[config.mk]
export PLATFORM = sky130hd
export DESIGN_NAME = rate_monotonic_tick_scheduler_core
export DESIGN_NICKNAME = d
export VERILOG_FILES = /design/src/design/rmts_pkg.sv /design/src/design/rmts_task.sv /design/src/design/rmts_arbiter.sv /design/src/design/rate_monotonic_tick_scheduler_core.sv
export VERILOG_INCLUDE_DIRS = /design/src /design/src/design
export SDC_FILE = /design/constraint.sdc
export NUM_CORES = 1
export LEC_CHECK = 0
export BUFFER_PORTS_ARGS = -buffer_cell sky130_fd_sc_hd__buf_2
export CORE_MARGIN = 3
export CORE_UTILIZATION = 60
export DETAILED_ROUTE_END_ITERATION = 16
export GPL_ROUTABILITY_DRIVEN = 0
export MAX_ROUTING_LAYER = met4
export PLACE_DENSITY = 0.76
export REMOVE_ABC_BUFFERS = 1
export SYNTH_ARGS = -nofsm -noshare
export SYNTH_HDL_FRONTEND = slang
export SYNTH_SLANG_ARGS = --single-unit
[constraint.sdc]
create_clock -name clock -period 19 [get_ports clock]
set_clock_uncertainty 0.1 [all_clocks]
set_input_delay 4.75 -clock clock [delete_from_list [all_inputs] [get_ports clock]]
set_output_delay 4.75 -clock clock [all_outputs]
set_load 0.01 [all_outputs]
[src/design/assert_macros.svh]
// Assertion macros used by the scheduler core.
// Assertions are checked in simulation and compile to nothing in synthesis.
`ifndef ASSERT_MACROS_SVH
`define ASSERT_MACROS_SVH
`ifndef SYNTHESIS
// Checked at every rising clock edge outside reset.
`define ASSERT_PROP(lbl, clk, rst, prop) \
   lbl: assert property (@(posedge clk) disable iff (rst) (prop)) \
      else $error("assertion failed");
// Checked at every rising clock edge, during reset too.
`define ASSERT_PROP_ALWAYS(lbl, clk, prop) \
   lbl: assert property (@(posedge clk) (prop)) \
      else $error("assertion failed");
`else
`define ASSERT_PROP(lbl, clk, rst, prop)
`define ASSERT_PROP_ALWAYS(lbl, clk, prop)
`endif
`endif

[src/design/rmts_pkg.sv]
`timescale 1ns / 1ps
// ----------------------------------------------------------------------------
// Rate-monotonic scheduler package
// Widths, register indexes, the grant record and helper functions.
// ----------------------------------------------------------------------------
package rmts_pkg;

   localparam int TASK_SLOTS     = 4;
   localparam int TASK_COUNT_DEF = 4;
   localparam int DATA_W         = 16;
   localparam int TASK_IDX_W     = 2;
   localparam int CSR_INDEX_W    = 3;
   localparam int REQ_TDATA_W    = 8;
   localparam int RSP_TDATA_W    = 24;

   // Register indexes: run lengths first, then release intervals.
   localparam logic [CSR_INDEX_W-1:0] CSR_RUN_BASE      = 3'd0;
   localparam logic [CSR_INDEX_W-1:0] CSR_INTERVAL_BASE = 3'd4;

   // Winner of one scheduling decision.
   typedef struct packed {
      logic                  busy;
      logic [TASK_IDX_W-1:0] index;
   } grant_type;

   // An interval of zero behaves as an interval of one.
   function automatic logic [DATA_W-1:0] eff_interval(input logic [DATA_W-1:0] value);
      logic [DATA_W-1:0] result;
      result = (value == '0) ? DATA_W'(1) : value;
      return result;
   endfunction

endpackage

[src/design/rmts_task.sv]
`timescale 1ns / 1ps
// ----------------------------------------------------------------------------
// Rate-monotonic scheduler task slot
// Holds one task's phase counter and outstanding work, reloads the work on
// each release and takes one tick off when the task is granted.
// ----------------------------------------------------------------------------
module rmts_task (
   input  logic                         clock,
   input  logic                         reset,
   input  logic                         step,
   input  logic                         restart,
   input  logic                         grant,
   input  logic [rmts_pkg::DATA_W-1:0]  run_ticks,
   input  logic [rmts_pkg::DATA_W-1:0]  interval_eff,
   output logic                         pending
);
   import rmts_pkg::*;

   logic [DATA_W-1:0] phase_ff, phase_in;
   logic [DATA_W-1:0] work_ff, work_in;
   logic [DATA_W-1:0] phase_cur;
   logic [DATA_W-1:0] work_now;
   logic [DATA_W:0]   phase_next;

   // A restart makes this tick time zero, which is also a release instant.
   assign phase_cur  = restart ? '0 : phase_ff;
   assign work_now   = (phase_cur == '0) ? run_ticks : work_ff;
   assign pending    = (work_now != '0);
   assign phase_next = {1'b0, phase_cur} + (DATA_W + 1)'(1);

   // The phase wraps once it reaches the interval, even after a shrink.
   always_comb begin
      phase_in = (phase_next >= {1'b0, interval_eff}) ? '0 : phase_next[DATA_W-1:0];
      work_in  = grant ? (work_now - DATA_W'(1)) : work_now;
   end

   always_ff @(posedge clock) begin
      if (reset) begin
         phase_ff <= '0;
         work_ff  <= '0;
      end else if (step) begin
         phase_ff <= phase_in;
         work_ff  <= work_in;
      end
   end

endmodule

[src/design/rmts_arbiter.sv]
`timescale 1ns / 1ps
// ----------------------------------------------------------------------------
// Rate-monotonic scheduler arbiter
// Picks the pending task with the smallest interval, ties to the lower index.
// ----------------------------------------------------------------------------
module rmts_arbiter #(
   parameter int TASK_COUNT = rmts_pkg::TASK_COUNT_DEF
) (
   input  logic [TASK_COUNT-1:0]        pending,
   input  logic [rmts_pkg::DATA_W-1:0]  interval_eff [TASK_COUNT],
   output rmts_pkg::grant_type          grant
);
   import rmts_pkg::*;

   logic [DATA_W-1:0] best;

   // Strict less-than keeps the earlier index on a tie.
   always_comb begin
      grant = '0;
      best  = '0;
      for (int i = 0; i < TASK_COUNT; i++) begin
         if (pending[i] && (!grant.busy || interval_eff[i] < best)) begin
            grant.busy  = 1'b1;
            grant.index = TASK_IDX_W'(i);
            best        = interval_eff[i];
         end
      end
   end

endmodule

[src/design/rate_monotonic_tick_scheduler_core.sv]
`timescale 1ns / 1ps
// A tick item is registered in the input register on acceptance; its result is
// registered in the result register; task slots and arbiter settle in between.
// Throughput: one tick per cycle while rsp_tready is high.
// Reset: synchronous; clears phases, work, tick count, run lengths (0) and
// intervals (1), and empties both pipeline registers.
// ----------------------------------------------------------------------------
// Rate-monotonic tick scheduler core
// Each item is one tick; releases tasks on their intervals and reports which
// task runs on that tick, with the tick number.
// ----------------------------------------------------------------------------
`include "assert_macros.svh"

module rate_monotonic_tick_scheduler_core #(
   parameter int TASK_COUNT = rmts_pkg::TASK_COUNT_DEF
) (
   input  logic                                 clock,
   input  logic                                 reset,
   // Tick items in.
   input  logic                                 req_tvalid,
   output logic                                 req_tready,
   input  logic [rmts_pkg::REQ_TDATA_W-1:0]     req_tdata,  // [0] restart, rest zero
   // Schedule results out.
   output logic                                 rsp_tvalid,
   input  logic                                 rsp_tready,
   output logic [rmts_pkg::RSP_TDATA_W-1:0]     rsp_tdata,  // [0] busy_res,
                                                            // [2:1] task_index,
                                                            // [18:3] tick_number
   // Register writes.
   input  logic                                 csr_we,
   input  logic [rmts_pkg::CSR_INDEX_W-1:0]     csr_index,
   input  logic [rmts_pkg::DATA_W-1:0]          csr_wdata
);
   import rmts_pkg::*;

   logic [DATA_W-1:0]     run_ticks_ff [TASK_SLOTS];
   logic [DATA_W-1:0]     interval_ff  [TASK_SLOTS];
   logic [DATA_W-1:0]     interval_eff [TASK_COUNT];

   logic                  in_valid_ff;
   logic                  in_restart_ff;
   logic                  advance;

   logic [DATA_W-1:0]     tick_ff, tick_in, tick_now;
   logic [TASK_COUNT-1:0] pending;
   logic [TASK_COUNT-1:0] grant_vec;
   grant_type             grant;

   logic                  rsp_valid_ff;
   grant_type             rsp_grant_ff;
   logic [DATA_W-1:0]     rsp_tick_ff;

   // Configuration registers.
   always_ff @(posedge clock) begin
      if (reset) begin
         for (int i = 0; i < TASK_SLOTS; i++) begin
            run_ticks_ff[i] <= '0;
            interval_ff[i]  <= DATA_W'(1);
         end
      end else if (csr_we) begin
         for (int i = 0; i < TASK_SLOTS; i++) begin
            if (csr_index == CSR_RUN_BASE + CSR_INDEX_W'(i)) begin
               run_ticks_ff[i] <= csr_wdata;
            end
            if (csr_index == CSR_INTERVAL_BASE + CSR_INDEX_W'(i)) begin
               interval_ff[i] <= csr_wdata;
            end
         end
      end
   end

   // Input register; the tick is processed when the result register frees up.
   assign advance    = in_valid_ff && (!rsp_valid_ff || rsp_tready);
   assign req_tready = !in_valid_ff || advance;

   always_ff @(posedge clock) begin
      if (reset) begin
         in_valid_ff <= 1'b0;
      end else if (req_tready) begin
         in_valid_ff <= req_tvalid;
      end
   end

   always_ff @(posedge clock) begin
      if (req_tready && req_tvalid) begin
         in_restart_ff <= req_tdata[0];
      end
   end

   // Tick counter.
   assign tick_now = in_restart_ff ? '0 : tick_ff;
   assign tick_in  = tick_now + DATA_W'(1);

   always_ff @(posedge clock) begin
      if (reset) begin
         tick_ff <= '0;
      end else if (advance) begin
         tick_ff <= tick_in;
      end
   end

   // Task slots.
   for (genvar g = 0; g < TASK_COUNT; g++) begin : g_task
      assign interval_eff[g] = eff_interval(interval_ff[g]);
      assign grant_vec[g]    = grant.busy && (grant.index == TASK_IDX_W'(g));

      rmts_task u_task (
         .clock        (clock),
         .reset        (reset),
         .step         (advance),
         .restart      (in_restart_ff),
         .grant        (grant_vec[g]),
         .run_ticks    (run_ticks_ff[g]),
         .interval_eff (interval_eff[g]),
         .pending      (pending[g])
      );
   end

   rmts_arbiter #(
      .TASK_COUNT (TASK_COUNT)
   ) u_arbiter (
      .pending      (pending),
      .interval_eff (interval_eff),
      .grant        (grant)
   );

   // Result register.
   always_ff @(posedge clock) begin
      if (reset) begin
         rsp_valid_ff <= 1'b0;
      end else if (advance) begin
         rsp_valid_ff <= 1'b1;
      end else if (rsp_tready) begin
         rsp_valid_ff <= 1'b0;
      end
   end

   always_ff @(posedge clock) begin
      if (advance) begin
         rsp_grant_ff <= grant;
         rsp_tick_ff  <= tick_now;
      end
   end

   assign rsp_tvalid = rsp_valid_ff;
   assign rsp_tdata  = {(RSP_TDATA_W - DATA_W - TASK_IDX_W - 1)'(0),
                        rsp_tick_ff, rsp_grant_ff.index, rsp_grant_ff.busy};

   // Checks.
   `ASSERT_PROP(a_idle_index_zero, clock, reset,
      rsp_valid_ff && !rsp_grant_ff.busy |-> rsp_grant_ff.index == '0)
   `ASSERT_PROP(a_grant_in_range, clock, reset,
      grant.busy |-> 32'(grant.index) < TASK_COUNT)
   `ASSERT_PROP(a_restart_tick_zero, clock, reset,
      advance && in_restart_ff |=> rsp_tick_ff == '0)
   `ASSERT_PROP_ALWAYS(a_reset_empties, clock,
      $past(reset) |-> !rsp_valid_ff && !in_valid_ff)

endmodule
======== Yosys cells after proc, flatten, opt, wreduce, memory -nomap -nowiden ========
Memory sizes are Yosys's and may differ from the RTL's.
Index checks and enable logic that the tools add are counted.
word-level totals
  register bits ........................... 166
  bits in latches ......................... 0
  bits in writable memories ............... 128
  ROM bits ................................ 0
  bits of input ports ..................... 32
  output and inout bits ................... 26
  word-level logic and storage cells ...... 157
  memories ................................ 2
operators by class
  add/subtract/negate cells ............... 9
  $mul .................................... 0
  divide/modulo/power cells ............... 0
  magnitude comparators ................... 7
  equality and inequality tests ........... 10
  shift-type cells ........................ 0
  multiplexer cells ....................... 72
  bitwise gates (word level) .............. 8
  reductions and logical operators ........ 34
memories
  memory        depth  bits a word  read ports  clocked after Yosys merged registers in  write ports  line                                      text
  interval_ff   4      16           4           0                                        4            rate_monotonic_tick_scheduler_core.sv:37  logic [DATA_W-1:0] interval_ff [TASK_SLOTS];
  run_ticks_ff  4      16           4           0                                        4            rate_monotonic_tick_scheduler_core.sv:36  logic [DATA_W-1:0] run_ticks_ff [TASK_SLOTS];
operators with widths
  cell                                                  number
  2-to-1 mux 16 bit                                     32
  zero test 16 bit                                      8
  adder 16 x 1 -> 17 bit (second input constant)        4
  >= comparator 17 x 16 -> 1 bit                        4
  nonzero test 16 bit                                   4
  subtractor 16 x 1 -> 16 bit (second input constant)   4
  less-than comparator 16 bit                           3
  2-to-1 mux 1 bit                                      36
  adder 16 x 1 -> 16 bit (second input constant)        1
  equality test 3 bit (second input constant)           4
  2-to-1 mux 3 bit                                      4
  logical AND 1 bit                                     9
  bitwise OR 1 bit                                      8
  equality test 3 x 2 -> 1 bit (second input constant)  2
  zero test 1 bit                                       5
  logical OR 1 bit                                      5
  equality test 2 bit (second input constant)           2
  equality test 3 x 1 -> 1 bit (second input constant)  1
  zero test 3 bit                                       1
  equality test 2 x 1 -> 1 bit (second input constant)  1
  zero test 2 bit                                       1
  nonzero test 2 bit                                    1

======== Depth between registers and ports, before layout ========
  depth after elaboration ................. 20
  mapped depth ............................ 54
  mapped depth without buffers ............ 42

======== Modules after synthesis ========
From an unflattened synthesis, not the netlist that was laid out.
second synthesis, totals
  cell total of the unflattened synthesis .. 2183
  area, all modules ....................... 19802.7 sq um
by module, submodules not included
  module                              instances  cells each  area an instance (sq um)  sequential area each (sq um)
  rmts_task at g_task[0].u_task ...   3          358         2811.4                    640.6
  rate_monotonic_tick_scheduler_core  1          529         6885.4                    4804.6
  rmts_task at g_task[3].u_task       1          353         2765.2                    640.6
  rmts_arbiter                        1          227         1717.9                    0.0

======== Worst setup path after synthesis ========
No wires, ideal clock.
  path type ............................... register to register
  start point ............................. register in_restart_ff
  end point ............................... register g_task[1].u_task.work_ff[9]
  arrival time ............................ 10975 ps
  data required time ...................... 18776 ps
  setup slack ............................. 7801 ps
  stages on the path, launching flop included .. 53
  cell sequence ........................... edfxtp_1 clkbuf_1 clkbuf_1 clkbuf_1 clkbuf_1 clkbuf_1 nor2_1 inv_1 ha_1 nor4b_1 a41o_1 clkbuf_1 buf_1 mux2i_1 ha_1 nand4_1 or4_4 and2_1 [... 17 more ...] nand4b_2 nand2_2 clkbuf_1 a21oi_1 ha_1 a211oi_1 o21a_1 o21ai_0 a21oi_1 nand2_1 nand4bb_1 o211ai_2 or3_1 buf_2 buf_6 nor4_4 mux2i_1 o31ai_1
between the ends
  longest elaborated chain between the ends .. 20
RTL lines
  item                                                            line                                       text
  from (decl)                                                     rate_monotonic_tick_scheduler_core.sv:41   logic in_restart_ff;
  from (signal assigned)                                          rate_monotonic_tick_scheduler_core.sv:86   in_restart_ff <= req_tdata[0];
  2-to-1 mux 16 bit                                               rmts_task.sv:26                            assign phase_cur = restart ? '0 : phase_ff;
  zero test 16 bit                                                rmts_task.sv:27                            assign work_now = (phase_cur == '0) ? run_ticks : work_ff;
  2-to-1 mux 16 bit                                               rmts_task.sv:27
  nonzero test 16 bit                                             rmts_task.sv:28                            assign pending = (work_now != '0);
  2-to-1 mux 16 bit or 2-to-1 mux 3 bit (tied branches)           rmts_arbiter.sv:22                         if (pending[i] && (!grant.busy || interval_eff[i] < best)) begin
  less-than comparator 16 bit or zero test 1 bit (tied branches)  rmts_arbiter.sv:22
  logical OR 1 bit                                                rmts_arbiter.sv:22
  logical AND 1 bit                                               rmts_arbiter.sv:22
  [... 4 more ...]                                                -
  2-to-1 mux 16 bit or 2-to-1 mux 3 bit (tied branches)           rmts_arbiter.sv:22
  less-than comparator 16 bit or zero test 1 bit (tied branches)  rmts_arbiter.sv:22
  logical OR 1 bit                                                rmts_arbiter.sv:22
  logical AND 1 bit                                               rmts_arbiter.sv:22
  2-to-1 mux 3 bit                                                rmts_arbiter.sv:22
  equality test 2 x 1 -> 1 bit                                    rate_monotonic_tick_scheduler_core.sv:105  assign grant_vec[g] = grant.busy && (grant.index == TASK_IDX_W'(g));
  logical AND 1 bit                                               rate_monotonic_tick_scheduler_core.sv:105
  2-to-1 mux 16 bit (*)                                           rmts_task.sv:34                            work_in = grant ? (work_now - DATA_W'(1)) : work_now;
  to (signal assigned)                                            rmts_task.sv:43                            work_ff <= work_in;
  to (decl)                                                       rmts_task.sv:20                            logic [DATA_W-1:0] work_ff, work_in;
Mark *: on every way between the ends. The rest lies on a longest branch, timed or not.
A chain may end at the register's enable or synchronous reset.

======== Final worst setup path ========
  start point ............................. register in_restart_ff
  end point ............................... register g_task[1].u_task.work_ff[12]
The elaborated chain is that of the path after synthesis.

==> results.json <==
{
  "grt_pass1_vias": 16061,
  "fin_nets": 2277,
  "ys_warn_count": 0,
  "peakVddDrop_v": 0.00007796,
  "drive_gt1_share_pct": 8.609,
  "crit_required_ps": 19340,
  "cts-resized-gates": 0,
  "io_buffers": 45,
  "dp_cells": 2481,
  "period_share_pct": 65.15,
  "post_drt_via_cell_ratio": 6.534,
  "grt_max_degree": 63,
  "post_drt_wl_per_cell_um": 20.54,
  "dpl_worst_slack_ps": 6930,
  "clkLatencyLatePin_ps": 530,
  "antenna_found_initial": 1,
  "synth-main-ff-cell": "edfxtp_1",
  "cts_buffers": 35,
  "die_h_um": 184.7,
  "drc": 0,
  "start_util_pct": 61.82,
  "period_minus_slack_ps": 12380,
  "synthToLayoutAreaGrowth_pct": 8.209,
  "hold_class": "reg2reg",
  "grt_pass1_wl_mm": 82.87,
  "arrival_ps": 12720,
  "cts_buffer_depth": 3,
  "fillCellCount": 2450,
  "status": "finished clean",
  "synth-async-reset-ratio_pct": 0,
  "grt-ovfl-total": 0,
  "num_antenna_cells": 0,
  "cts_sinks": 294,
  "path_common_cell": "ha_1",
  "cts_root_buf": "clkbuf_16",
  "hold_viol": 0,
  "drtIter0Drc": 1757,
  "final_cells": 2545,
  "critPathMaxStageDelay_ps": 780,
  "max_slew_margin_pct": 15.25,
  "maxCapViolCount": 0,
  "synth_area_sq_um": 19160,
  "hpwlAfterDp_mm": 35.37,
  "fin_setup_tns_ps": 0,
  "synthDistinctLibCells": 90,
  "placeableCoreArea_sq_um": 30990,
  "crit_path_start_kind": "register",
  "crit_family": "simple AND/OR/NAND/NOR gates",
  "drtPass1Iterations": 5,
  "rows": 64,
  "layout_common_cells": "nand2_1, nor2_1, edfxtp_1",
  "tightest_slew_ps": 1271,
  "cts_setup_buffers": 0,
  "postCtsHoldBufs": 0,
  "die_area_sq_um": 34110,
  "io_pins": 58,
  "synth-edff-count": 148,
  "placed_cell_area_sq_um": 19520,
  "clkTransAtPathRegs_ps": 60,
  "final_area_sq_um": 20730,
  "num_vias": 16629,
  "cp_slowest_cell": "a31oi_4",
  "hold_ws_ps": 351.8,
  "ant_nets": 0,
  "fmax_ghz": 0.08078,
  "critPathKind": "reg2reg",
  "final_common_cell": "nand2_1",
  "syn_inst": 2162,
  "setup_ws_ps": 6621,
  "synth_seq_cells": 294,
  "leakagePower_nw": 8.168,
  "cp_max_fo": 36,
  "htreeDepth": 2,
  "cts_tree": "built",
  "path_buf_inv": 3,
  "maxSlewViolCount": 0,
  "power.total_mw": 1.759,
  "die_w_um": 184.7,
  "critPathCaptureType": "register",
  "powerDensity_nw_per_um2": 84.84,
  "ys_seq_area_share_pct": 38.45,
  "avgSynthCellArea_sq_um": 8.861,
  "wirelength_mm": 52.26,
  "final_core_util_pct": 66.90,
  "grtUsageTotal_pct": 31.26,
  "setup_viol": 0,
  "rsz0062_at_grt": "no"
}
## area by class of cell
type	count	area, sq um	share of cell area (%)
repair buffers	69	405.4	1.955
well taps	396	495.5	2.390
multi-input cells	1629	10900	52.59
clock buffers	42	933.4	4.502
inverters	93	350.3	1.690
flip-flops and latches	294	7367	35.54
clock inverters	22	276.5	1.334
## final timing paths
path,startpoint,endpoint,slack (ps),depth (start not counted)
max,in_restart_ff,g_task[1].u_task.work_ff[12],6620,42
min,g_task[1].u_task.work_ff[0],g_task[1].u_task.work_ff[0],350,2
max reg2reg,in_restart_ff,g_task[1].u_task.work_ff[12],6620,42
min reg2reg,g_task[1].u_task.work_ff[0],g_task[1].u_task.work_ff[0],350,2
## flip-flops by register name, summed over array words and instances, names as in the netlist
name	flops
in_restart_ff	1
rsp_tvalid	1
g_task.u_task.phase_ff	64
g_task.u_task.work_ff	64
interval_ff	64
rsp_tdata	3
tick_ff	16
in_valid_ff	1
run_ticks_ff	64
rsp_tick_ff	16
## synthesized netlist by cell type (26+ instances only)
cell	number	area share, %
nor2b_1	40	1.3
nand4_1	34	1.1
o21a_1	30	1.2
o21ai_0	77	2.0
nor4_1	45	1.5
xor2_1	37	1.7
and2_1	141	4.6
a31oi_1	26	0.85
mux2i_1	40	2.1
ha_1	123	8.0
edfxtp_1	148	23
dfxtp_1	146	15
nand2_1	188	3.7
nand2b_1	28	0.91
clkbuf_1	123	2.4
nor3_1	73	1.9
xnor2_1	33	1.5
a21oi_1	125	3.3
nand3_1	71	1.9
inv_1	93	1.8
a22o_1	66	3.0
or3_1	27	0.88
nor2_1	163	3.2
## worst register-to-register path: cells and delay by family (launching register included)
kind / cells / cell delay (ps)
adder cells (fa/ha/maj): 5 / 1350
AND/OR/NAND/NOR: 16 / 4830
multiplexers: 2 / 790
AO/OA/AOI/OAI: 16 / 4060
flip-flops: 1 / 370
buffers and inverters: 3 / 810
## power by group
part / internal [mW] / total [mW] / leakage [nW] / switching, mW
Sequential: 0.700 / 0.734 / 2.60 / 0.0337
Combinational: 0.108 / 0.316 / 4.98 / 0.209
Clock: 0.434 / 0.709 / 0.587 / 0.275
## cell families after synthesis
kind of cell	count (synthesis)	share of synthesized area, %
adders and majority gates	123	8.033
DFF	294	38.45
and+or+nand+nor	898	24.80
xor gates and xnor gates	70	3.200
muxes	62	3.383
other	1	0.01957
AOI/OAI and AO/OA	471	17.09
buffers and inverters	243	5.022
## per-layer routing
layer	share of wire (%)	global-route usage, %
met5	0	-
met4	4.8	15.49
met3	8.3	4.697
met2	46	49.48
met1	41	39.29
No activity file was read; power rests on OpenSTA's default activity.
